--- config.mk ---
export PLATFORM = sky130hd
export DESIGN_NAME = mbc3_bank_controller_rtc_core_flat
export DESIGN_NICKNAME = d
export VERILOG_FILES = /design/src/mbc3rtc_pkg.sv /design/src/mbc3rtc_word_if.sv /design/src/mbc3_bank_controller_rtc_core.sv /design/src/flat_wrapper.sv
export SDC_FILE = /design/constraint.sdc
export NUM_CORES = 1
export LEC_CHECK = 0
export BUFFER_PORTS_ARGS = -buffer_cell sky130_fd_sc_hd__buf_2
export CAP_MARGIN = 25
export CORE_MARGIN = 8
export CORE_UTILIZATION = 30
export CTS_CLUSTER_DIAMETER = 200
export DETAILED_ROUTE_END_ITERATION = 7
export GPL_TIMING_DRIVEN = 0
export PLACE_DENSITY_LB_ADDON = 0.05
export SETUP_SLACK_MARGIN = 0.5
export SLEW_MARGIN = 25
export SYNTH_ARGS = -nofsm -noshare
export SYNTH_HDL_FRONTEND = slang
export SYNTH_SLANG_ARGS = --single-unit
--- constraint.sdc ---
create_clock -name clk_i -period 19.4 [get_ports clk_i]
set_clock_uncertainty 0.05 [all_clocks]
set_input_delay 1.94 -clock clk_i [delete_from_list [all_inputs] [get_ports clk_i]]
set_output_delay 1.94 -clock clk_i [all_outputs]
set_load 0.01 [all_outputs]
--- src/mbc3rtc_pkg.sv ---
// Shared types and codes of the cartridge bank controller with real-time clock.
`timescale 1ns / 1ps

package mbc3rtc_pkg;

  // Function of an input word.
  typedef enum logic [1:0] {
    FuncWrite = 2'd0,
    FuncRead  = 2'd1,
    FuncTick  = 2'd2,
    FuncIdle  = 2'd3
  } func_e;

  // Controller register picked by address bits 15..13.
  typedef enum logic [2:0] {
    RegRamEnable = 3'd0,
    RegRomBank   = 3'd1,
    RegRamBank   = 3'd2,
    RegLatch     = 3'd3,
    RegWindow    = 3'd5
  } region_e;

  // Configuration register indexes.
  typedef enum logic {
    CfgRomMask  = 1'b0,
    CfgRamCount = 1'b1
  } cfg_e;

  localparam int unsigned RtcRegs     = 5;
  localparam logic [3:0]  RamEnKey    = 4'hA;
  localparam logic [3:0]  RtcSelFirst = 4'd8;
  localparam logic [3:0]  RtcSelLast  = 4'd12;
  localparam logic [7:0]  OpenBus     = 8'hFF;
  localparam logic [6:0]  RomMaskRst  = 7'd127;
  localparam logic [3:0]  RamCountRst = 4'd4;
  localparam int unsigned DayHaltBit  = 6;
  localparam int unsigned DayCarryBit = 7;

  typedef struct packed {
    logic [1:0]  func;
    logic [15:0] addr;
    logic [7:0]  data;
  } in_word_t;

  typedef struct packed {
    logic [6:0] rom_bank;
    logic [3:0] ram_bank;
    logic       ram_mapped;
    logic [7:0] read_data;
    logic       read_hit;
  } out_word_t;

endpackage

--- src/mbc3rtc_word_if.sv ---
// Valid/ready channel that carries one word of a given payload type.
`timescale 1ns / 1ps

interface mbc3rtc_word_if #(
  parameter type payload_t = logic
);
  logic     valid;
  logic     ready;
  payload_t payload;

  modport source (output valid, output payload, input ready);
  modport sink   (input valid, input payload, output ready);
endinterface

--- src/mbc3_bank_controller_rtc_core.sv ---
// Top level: cartridge bank controller with real-time clock.
//
// Usage: in_i carries words of mbc3rtc_pkg::in_word_t (bus write, window read
// or one-second tick); out_o returns exactly one mbc3rtc_pkg::out_word_t per
// accepted word, in order, with the bank state after that word. The
// configuration port writes the ROM bank mask (index 0) and the RAM bank count
// (index 1); the user must write it only while idle; the block does not check.
// The update, a small decode plus a chain of seconds, minutes, hours and day
// carries, sits ahead of the result register (the skid register on a stall).
// Throughput is one word per cycle while out_o does not stall.
// A stalled receiver holds the result register; one more word is taken into a
// skid register, and in_i.ready drops only while that skid register is full.
// Reset clears the bank selects (ROM bank 1), the RAM enable, the latch
// history and both clock copies, loads the default configuration, and empties
// the output side.
`timescale 1ns / 1ps

module mbc3_bank_controller_rtc_core (
  input  logic                  clk_i,
  input  logic                  rst_ni,
  input  logic                  cfg_we_i,
  input  logic                  cfg_index_i,
  input  logic [6:0]            cfg_data_i,
  mbc3rtc_word_if.sink          in_i,
  mbc3rtc_word_if.source        out_o
);
  import mbc3rtc_pkg::*;

  typedef struct packed {
    logic [2:0] q;
    logic [5:0] r;
  } div60_t;

  typedef struct packed {
    logic [3:0] q;
    logic [4:0] r;
  } div24_t;

  // Operands here stay below 260, so the quotient by 60 is at most 4.
  function automatic div60_t div60(input logic [8:0] v);
    div60_t res;
    logic [8:0] rem;
    res.q = '0;
    for (int k = 1; k <= 4; k++) begin
      if (v >= 9'(k * 60)) res.q = 3'(k);
    end
    rem   = v - ({6'b0, res.q} * 9'd60);
    res.r = rem[5:0];
    return res;
  endfunction

  // Operands stay below 260, so the quotient by 24 is at most 10.
  function automatic div24_t div24(input logic [8:0] v);
    div24_t res;
    logic [8:0] rem;
    res.q = '0;
    for (int k = 1; k <= 10; k++) begin
      if (v >= 9'(k * 24)) res.q = 4'(k);
    end
    rem   = v - ({5'b0, res.q} * 9'd24);
    res.r = rem[4:0];
    return res;
  endfunction

  logic [6:0] rom_mask_q;
  logic [3:0] ram_count_q;

  logic       ram_enable_q, ram_enable_d;
  logic [6:0] rom_select_q, rom_select_d;
  logic [3:0] ram_select_q, ram_select_d;
  logic [7:0] latch_last_q, latch_last_d;
  logic [7:0] clock_live_q    [RtcRegs];
  logic [7:0] clock_live_d    [RtcRegs];
  logic [7:0] clock_latched_q [RtcRegs];
  logic [7:0] clock_latched_d [RtcRegs];

  logic       out_valid_q, skid_valid_q;
  out_word_t  out_q, skid_q, result;

  logic       in_fire, out_free;
  logic       ram_mapped_cur, rtc_sel;
  logic [2:0] rtc_idx;
  logic [6:0] rom_pick;

  // Tick arithmetic.
  logic [8:0] sec_inc, min_sum, hour_sum;
  logic [9:0] day_sum;
  div60_t     sec_div, min_div;
  div24_t     hour_div;

  assign in_fire  = in_i.valid && in_i.ready;
  assign out_free = !out_valid_q || out_o.ready;
  assign in_i.ready = !skid_valid_q;

  assign ram_mapped_cur = ram_enable_q && (ram_select_q < ram_count_q);
  assign rtc_sel = ram_enable_q && !ram_mapped_cur &&
                   (ram_select_q >= RtcSelFirst) && (ram_select_q <= RtcSelLast);
  assign rtc_idx = 3'(ram_select_q - RtcSelFirst);

  assign rom_pick = (in_i.payload.data[6:0] == 7'd0) ? 7'd1 : in_i.payload.data[6:0];

  // The clock is renormalized as mixed radix, so stored values out of range
  // carry into the next field the same way a total-seconds split would.
  always_comb begin
    sec_inc  = {1'b0, clock_live_q[0]} + 9'd1;
    sec_div  = div60(sec_inc);
    min_sum  = {1'b0, clock_live_q[1]} + {6'b0, sec_div.q};
    min_div  = div60(min_sum);
    hour_sum = {1'b0, clock_live_q[2]} + {6'b0, min_div.q};
    hour_div = div24(hour_sum);
    day_sum  = {1'b0, clock_live_q[4][0], clock_live_q[3]} + {6'b0, hour_div.q};
  end

  always_comb begin
    ram_enable_d    = ram_enable_q;
    rom_select_d    = rom_select_q;
    ram_select_d    = ram_select_q;
    latch_last_d    = latch_last_q;
    clock_live_d    = clock_live_q;
    clock_latched_d = clock_latched_q;
    result.read_data = OpenBus;
    result.read_hit  = 1'b0;

    if (in_fire) begin
      unique case (func_e'(in_i.payload.func))
        FuncWrite: begin
          unique case (in_i.payload.addr[15:13])
            RegRamEnable: ram_enable_d = (in_i.payload.data[3:0] == RamEnKey);
            RegRomBank:   rom_select_d = rom_pick & rom_mask_q;
            RegRamBank:   ram_select_d = in_i.payload.data[3:0];
            RegLatch: begin
              if ((latch_last_q == 8'd0) && (in_i.payload.data == 8'd1)) begin
                clock_latched_d = clock_live_q;
              end
              latch_last_d = in_i.payload.data;
            end
            RegWindow: begin
              if (rtc_sel) clock_live_d[rtc_idx] = in_i.payload.data;
            end
            default: ;
          endcase
        end
        FuncRead: begin
          if (rtc_sel) begin
            result.read_data = clock_latched_q[rtc_idx];
            result.read_hit  = 1'b1;
          end
        end
        FuncTick: begin
          if (!clock_live_q[4][DayHaltBit]) begin
            clock_live_d[0] = {2'b0, sec_div.r};
            clock_live_d[1] = {2'b0, min_div.r};
            clock_live_d[2] = {3'b0, hour_div.r};
            clock_live_d[3] = day_sum[7:0];
            clock_live_d[4] = {clock_live_q[4][DayCarryBit] | day_sum[9],
                               clock_live_q[4][6:1], day_sum[8]};
          end
        end
        FuncIdle: ;
        default: ;
      endcase
    end

    result.rom_bank   = rom_select_d;
    result.ram_bank   = ram_select_d;
    result.ram_mapped = ram_enable_d && (ram_select_d < ram_count_q);
  end

  always_ff @(posedge clk_i or negedge rst_ni) begin
    if (!rst_ni) begin
      rom_mask_q  <= RomMaskRst;
      ram_count_q <= RamCountRst;
    end else if (cfg_we_i) begin
      unique case (cfg_e'(cfg_index_i))
        CfgRomMask:  rom_mask_q  <= cfg_data_i;
        CfgRamCount: ram_count_q <= cfg_data_i[3:0];
        default: ;
      endcase
    end
  end

  always_ff @(posedge clk_i or negedge rst_ni) begin
    if (!rst_ni) begin
      ram_enable_q <= 1'b0;
      rom_select_q <= 7'd1;
      ram_select_q <= 4'd0;
      latch_last_q <= 8'd0;
      for (int i = 0; i < RtcRegs; i++) begin
        clock_live_q[i]    <= 8'd0;
        clock_latched_q[i] <= 8'd0;
      end
    end else begin
      ram_enable_q    <= ram_enable_d;
      rom_select_q    <= rom_select_d;
      ram_select_q    <= ram_select_d;
      latch_last_q    <= latch_last_d;
      clock_live_q    <= clock_live_d;
      clock_latched_q <= clock_latched_d;
    end
  end

  // Output register with a one-word skid register behind it.
  always_ff @(posedge clk_i or negedge rst_ni) begin
    if (!rst_ni) begin
      out_valid_q  <= 1'b0;
      skid_valid_q <= 1'b0;
    end else if (out_free) begin
      if (skid_valid_q) begin
        out_valid_q  <= 1'b1;
        skid_valid_q <= 1'b0;
      end else begin
        out_valid_q <= in_fire;
      end
    end else if (in_fire) begin
      skid_valid_q <= 1'b1;
    end
  end

  always_ff @(posedge clk_i) begin
    if (out_free) begin
      if (skid_valid_q) begin
        out_q <= skid_q;
      end else if (in_fire) begin
        out_q <= result;
      end
    end else if (in_fire) begin
      skid_q <= result;
    end
  end

  assign out_o.valid   = out_valid_q;
  assign out_o.payload = out_q;

  a_skid_behind_out: assert property (@(posedge clk_i) disable iff (!rst_ni)
    skid_valid_q |-> out_valid_q)
    else $error("skid word held without a word in the output register");

  a_stall_fills_skid: assert property (@(posedge clk_i) disable iff (!rst_ni)
    (in_fire && out_valid_q && !out_o.ready) |=> skid_valid_q)
    else $error("word accepted during a stall was not kept in the skid register");

  a_hit_is_clock_reg: assert property (@(posedge clk_i) disable iff (!rst_ni)
    (out_valid_q && out_q.read_hit) |->
      (!out_q.ram_mapped && (out_q.ram_bank >= RtcSelFirst) &&
       (out_q.ram_bank <= RtcSelLast)))
    else $error("clock read hit reported without a clock register selected");

endmodule

--- src/flat_wrapper.sv ---
// flat-port wrapper written by rule: the top's interface ports become plain ports
module mbc3_bank_controller_rtc_core_flat import mbc3rtc_pkg::*;
  (clk_i, rst_ni, cfg_we_i, cfg_index_i, cfg_data_i, in_i_valid, in_i_payload, in_i_ready, out_o_valid, out_o_payload, out_o_ready);
  mbc3rtc_word_if #(.payload_t(in_word_t)) in_i_i ();
  mbc3rtc_word_if #(.payload_t(out_word_t)) out_o_i ();
  input  logic clk_i;
  input  logic rst_ni;
  input  logic cfg_we_i;
  input  logic cfg_index_i;
  input  logic [6:0] cfg_data_i;
  input wire logic [$bits(in_i_i.valid)-1:0] in_i_valid;
  input wire logic [$bits(in_i_i.payload)-1:0] in_i_payload;
  output wire logic [$bits(in_i_i.ready)-1:0] in_i_ready;
  output wire logic [$bits(out_o_i.valid)-1:0] out_o_valid;
  output wire logic [$bits(out_o_i.payload)-1:0] out_o_payload;
  input wire logic [$bits(out_o_i.ready)-1:0] out_o_ready;
  assign in_i_i.valid = in_i_valid;
  assign in_i_i.payload = in_i_payload;
  assign in_i_ready = in_i_i.ready;
  assign out_o_valid = out_o_i.valid;
  assign out_o_payload = out_o_i.payload;
  assign out_o_i.ready = out_o_ready;
  mbc3_bank_controller_rtc_core u_core (.clk_i(clk_i), .rst_ni(rst_ni), .cfg_we_i(cfg_we_i), .cfg_index_i(cfg_index_i), .cfg_data_i(cfg_data_i), .in_i(in_i_i), .out_o(out_o_i));
endmodule
After elaboration in Yosys (flattened, before gate mapping). Index checks and enable logic that the tools add are counted. W data, S select, Z words.

Equal/unequal tests: 11. Multipliers: 3. Muxes and demuxes: 45. Add/subtract/negate cells: 8. Reduce and logical (&&, ||, !) cells: 28. Bitwise gates (word level): 6. Order comparisons: 24.

Operator list (number): $mux W40 (3); $ge A9 B8 Y1 const B (9); $pmux W40 S2 (1); $ge A9 B7 Y1 const B (5); $mux W21 (2); $bwmux W40 (1); $mux W7 (4); $ge A9 B6 Y1 const B (3); $bmux W8 S3 (1); $demux W8 S3 (1); $mux W3 (8); $mux W4 (6); $mux W8 (3); $add A8 B3 Y9 (2); $mux W9 (2); $sub A6 B6 Y6 (2); $add A9 B4 Y10 (1); $reduce_and A5 Y1 (2); $add A8 B1 Y9 const B (1); $ge A9 B5 Y1 const B (1); $mux W1 (9); $eq A8 B1 Y1 const B (1); $ge A4 B4 Y1 const B (2); $logic_and A1 B1 Y1 (8); other kinds (30) (47).

Output and inout port bits: 23. Logic and storage cells: 155. Register bits: 155.

Depth between registers and ports, before layout.
Depth after elaboration: 28. Mapped depth: 36.

Least setup slack after synthesis. Ideal clock, no wire load.

Path type: register to register. Start point: register u_core.clock_live_q[32] (netlist bit). End point: register u_core.clock_live_q[0] (netlist bit). Stages on the path, launching flop included: 35. Arrival: 6.995 ns. Setup slack: 12.290 ns. Buffers on the path: 1. Required time: 19.284 ns. Library setup time: 0.066 ns. Cell sequence: dfrtp_1 > buf_2 > nand2_1 > mux2_2 > a211o_1 > o21ai_0 > a21oi_1 > a21oi_1 > a21o_1 > ha_1 > inv_1 > fa_1 > nor2b_1 > nor3_1 > a32o_1 > a32oi_1 > o21ai_0 > a221o_1 > fa_1 > a21oi_1 > nand2b_1 > xnor2_2 > or3_1 > a21oi_1 > a31oi_1 > o22ai_1 > ha_1 > inv_1 > fa_1 > nor2b_1 > o21ai_0 > nand2b_1 > nand2_1 > o41ai_1 > a22o_1.

Cells in the longest elaborated chain, start to end: 27. Elaborated cells between the ends (all ways): 42. Classes of those cells: add/sub: 4; order compare: 18; mux: 20.

Ends and longest elaborated chain: start: declaration (RTL line mbc3_bank_controller_rtc_core.sv:72) `logic [7:0] clock_live_q [RtcRegs];`; start signal: assignment (RTL line mbc3_bank_controller_rtc_core.sv:197) `clock_live_q <= clock_live_d;`; $add A8 B1 Y9 (*) (RTL line mbc3_bank_controller_rtc_core.sv:105) `sec_inc = {1'b0, clock_live_q[0]} + 9'd1;`; $ge A9 B6 Y1 (RTL line mbc3_bank_controller_rtc_core.sv:45) `if (v >= 9'(k * 60)) res.q = 3'(k);`; $mux W1 (RTL line mbc3_bank_controller_rtc_core.sv:45); $mux W3 (2 in series) (RTL line mbc3_bank_controller_rtc_core.sv:45); $mux W3 (*) (RTL line mbc3_bank_controller_rtc_core.sv:45); $add A8 B3 Y9 (*) (RTL line mbc3_bank_controller_rtc_core.sv:107) `min_sum = {1'b0, clock_live_q[1]} + {6'b0, sec_div.q};`; $ge A9 B6 Y1 (RTL line mbc3_bank_controller_rtc_core.sv:45); $mux W1 (RTL line mbc3_bank_controller_rtc_core.sv:45); [5 not listed]; $mux W1 (RTL line mbc3_bank_controller_rtc_core.sv:58) `if (v >= 9'(k * 24)) res.q = 4'(k);`; $mux W2 (2 in series) (RTL line mbc3_bank_controller_rtc_core.sv:58); $mux W3 (4 in series) (RTL line mbc3_bank_controller_rtc_core.sv:58); $mux W4 (2 in series) (RTL line mbc3_bank_controller_rtc_core.sv:58); $mux W4 (*) (RTL line mbc3_bank_controller_rtc_core.sv:58); $add A9 B4 Y10 (*) (RTL line mbc3_bank_controller_rtc_core.sv:111) `day_sum = {1'b0, clock_live_q[4][0], clock_live_q[3]} + {6'b0, hour_div.q};`; $mux W40 (*) (RTL line mbc3_bank_controller_rtc_core.sv:150) `if (!clock_live_q[4][DayHaltBit]) begin`; $pmux W40 S2 (*) (RTL line mbc3_bank_controller_rtc_core.sv:125) `unique case (func_e'(in_i.payload.func))`.

Every way passes the cells marked *; elsewhere a longest branch is shown, timed or not. The select of a mux whose other input is x is not followed. A chain may end at the register's enable or synchronous reset.

Final worst setup path. Same ends and word-level chain as after synthesis.

==> impl_summary.md <==
Setup path
At the worst endpoint, the arrival time is 8.90 ns. The worst reg2reg path endpoint is u_core.clock_live_q[0]. The worst setup path is launched from a flop. Among all stages on the critical path, the largest delay is contributed by sky130_fd_sc_hd__a32oi_1. The maximum fanout along the worst path is 10. The slack of the worst reg-to-reg path is 10.81 ns.

The critical path's most frequent cell is sky130_fd_sc_hd__a21oi_1. The critical path starts at u_core.clock_live_q[32]. The class of the most critical setup path is reg -> reg. Data on the critical path is required at its endpoint by 19.71 ns. The count of buffering cells on the critical path with inverters included is 3. The largest delay contributor family on the critical path is compound AO/OA/AOI/OAI gates.

The capturing element type of the critical path is a flop. The logic depth of the worst register-to-register path is 35. In this design, the stage delay of the slowest critical-path cell is 0.52 ns. In this run the worst setup path terminates at u_core.clock_live_q[0]. The startpoint identified for the worst register-to-register timing path is u_core.clock_live_q[32]. The critical path runs through a total of 35 cells.

Synth
The number of nets produced by synthesis is 888. The count of distinct cell types in the synthesized netlist is 75. The share of synthesized area in the top cell type comes to 0.2966.

Among all flip-flop cells after synthesis, the most frequent one is sky130_fd_sc_hd__dfrtp_1. The fraction of registers with async set or reset after synthesis is 0.7290. The mean cell area of the mapped netlist is 10.74 µm². The synthesized netlist occupies a cell area of 8775 µm². The post-synthesis sequential area ratio is 0.4673. Yosys attributes the largest share of cell area to sky130_fd_sc_hd__dfrtp_1 (30%), sky130_fd_sc_hd__edfxtp_1 (14%), sky130_fd_sc_hd__mux2_2 (11%).

The number of register bits inferred by synthesis is 155. For this run, the number of Yosys warnings is 0. The library cell occupying the most area in the post-synthesis netlist is sky130_fd_sc_hd__dfrtp_1.

After technology mapping, the gate count stands at 817. The synthesized design contains 42 enable-type register cells.

Clock network
Counting along the longest clock path gives a buffer depth of 2. For this design, the sink count on the clock tree is 155. The later pin in the worst-skew pair is clocked with a latency of 0.43 ns. The number of buffers inserted to repair setup after CTS is 0. The number of buffers inserted during clock tree synthesis is 17. Buffers inserted to repair hold after CTS numbered 0. The post-cts gate resize count is 0. The clock tree root buffer cell is sky130_fd_sc_hd__clkbuf_16. TritonCTS built the clock tree.

The number of H-tree branching levels is 4. Clock-pin slew was measured on the worst setup and hold paths at 0.07 ns.

Route
The overall routed net length is 25820 µm. Using the TritonRoute via totals, the vias-per-cell ratio works out to 5.199. After detailed routing, the number of remaining DRC violations is 0. The violation count after the first detailed-route iteration is 512. The detailed-routing iteration count for the pre-antenna-repair pass is 5.

The routed via count is 6660. The count of nets left with antenna violations after detail routing is 0. After detailed routing, the average wire length per cell comes to 20.16 µm.

Timing
The final setup slack of the worst path is 10.81 ns. The number of slew-limit violations in the final report is 0. The worst hold margin is 0.4562 ns.

Setup violations remaining at the end of the flow were counted as 0. The shortest period the worst path allows is 8.587 ns. The final sum of negative setup slack is 0 ns. The final clock period utilization by the worst path is 0.4427.

Setup repair after global routing left no endpoint under its margin. Timing would allow up to 0.1164 GHz. The slew of the pin with the lowest slew margin is 0.9755 ns. The total count of hold-check failures in the final report is 0. The worst slew margin relative to its limit is 0.3473.

Die
The die covers 34980 µm². The placeable core area is 28780 µm². Measured along the y axis, the die boundary spans 187.0 µm.

The die span in x is 187.0 µm. Row generation in the floorplan step produced 62 rows. During I/O placement, the number of pins put on the boundary was 62. The effective utilization at floorplan is 0.3049.

Placement
Timing analysis after detailed placement gives a worst setup slack of 11.00 ns. The final weighted congestion in routability-driven placement is 0.8161. During placement, the flow inserted port buffers numbering 46. The estimated wirelength of the detail-placed design is 19010 µm.

The instance count after placement with tap cells included is 1249.

Cells and area
The number of antenna diodes in the final layout is 0. The final standard cell count with taps included and fillers excluded is 1281. The number of nets in the finished design is 955. In the final layout, the share of cells above drive strength 1 is 0.2352. The layout overhead on the synthesized area is 16.37%.

Global route
The total track usage is 0.1488. The number of antenna violations at the first check in global routing is 1. The remaining global-route overflow is 0.

The first global-routing pass estimated 40830 µm of wire. Entering global routing, the biggest net connects 70 pins. The number of global-route vias before repair is 6886.

Min path
The path class of the tightest hold or removal check is reg -> reg.

Power
Summed over all cells, the static leakage comes to 0.004204 µW. The power per cell area is 127.6 nW/µm². IR analysis of the VDD net gives a maximum drop of 0.06656 mV.

Outcome
The flow ran to the end, and the final reports show no timing, DRC or antenna violations.

Job
Across the run, the number of max-cap violations was 0.
## cell type report
type                    instances  area, µm²
plain buffers                  46      196.4
repair buffers                 48      279.0
fillers                      2857      18570
inverters                      35      131.4
clock buffers                  17      425.4
multi-input cells             581       4349
clock inverters                15      249.0
well taps                     384      480.5
flip-flops and latches        155       4100
## state kept, by name (all words and copies together), names as in the netlist, 7 cells and up
name and flops:
u_core.clock_latched_q 40, u_core.clock_live_q 40, u_core.latch_last_q 8, u_core.out_o.payload 21
u_core.rom_mask_q 7, u_core.rom_select_q 7, u_core.skid_q 21
## metal layers
| layer | vias to the layer above | global-route usage | wire, µm |
|---|---|---|---|
| li1 | 3147 | - | - |
| met1 | 3314 | 0.1953 | 12010 |
| met2 | 156 | 0.2414 | 12250 |
| met3 | 41 | 0.02890 | 992 |
| met4 | 2 | 0.05223 | 557 |
| met5 | - | 0 | 13 |
## synth_stat cells (all sizes together) (14+ instances only)
cell	count
edfxtp	42
nand2	73
o21ai	57
mux2	86
a21oi	41
nand3	23
clkbuf	26
a22oi	16
inv	33
nor2	43
buf	20
dfrtp	104
ha	27
nor3	14
xnor2	24
## worst min-delay path by stage
stage / start / to / slack (ns) / depth (start not counted)
after global routing: u_core.clock_latched_q[15] / u_core.clock_latched_q[15] / 0.47 / 1
after CTS: u_core.clock_latched_q[9] / u_core.clock_latched_q[9] / 0.46 / 1
after global placement: u_core.clock_latched_q[9] / u_core.clock_latched_q[9] / 0.43 / 1
final: u_core.latch_last_q[7] / u_core.latch_last_q[7] / 0.46 / 1
after floorplan: u_core.clock_latched_q[8] / u_core.clock_latched_q[8] / 0.40 / 1
after detailed placement: u_core.clock_latched_q[9] / u_core.clock_latched_q[9] / 0.44 / 1
## through the flow
| stage | utilization | area, µm² | total power, µW |
|---|---|---|---|
| after detailed placement | 0.3314 | 9537 | 927.6 |
| after floorplan | - | 8775 | 782.3 |
| after global routing | 0.3548 | 10210 | 1400 |
| after CTS | 0.3548 | 10210 | 1318 |
| final | 0.3548 | 10210 | 1303 |
| after global placement | 0.3296 | 9485 | 913.3 |
## logic make-up (layout without fill, tap and decap cells)
family,after synthesis,count (layout),share of synthesized area
AO/OA/AOI/OAI,200,200,0.1490
XOR/XNOR,30,30,0.03080
adder cells (fa/ha/maj),32,32,0.04991
buffers and inverters,81,161,0.03736
flip-flops,155,155,0.4673
multiplexers,100,100,0.1349
AND/OR/NAND/NOR,219,219,0.1308
## cell usage in the layout, fill, tap and decap left out, types with 22 or more instances in the layout
master	instances
sky130_fd_sc_hd__dfrtp_1	104
sky130_fd_sc_hd__mux2_2	84
sky130_fd_sc_hd__nand2_1	73
sky130_fd_sc_hd__buf_2	58
sky130_fd_sc_hd__o21ai_0	56
sky130_fd_sc_hd__nor2_1	42
sky130_fd_sc_hd__edfxtp_1	42
sky130_fd_sc_hd__a21oi_1	40
sky130_fd_sc_hd__inv_1	33
sky130_fd_sc_hd__ha_1	27
sky130_fd_sc_hd__clkbuf_1	26
sky130_fd_sc_hd__xnor2_1	23
sky130_fd_sc_hd__nand3_1	22
## power by group
group	switching, µW	internal (µW)
registers	25.3	375
clock network	149	234
logic	310	209
Note: power is estimated with default switching activity, not from simulation.
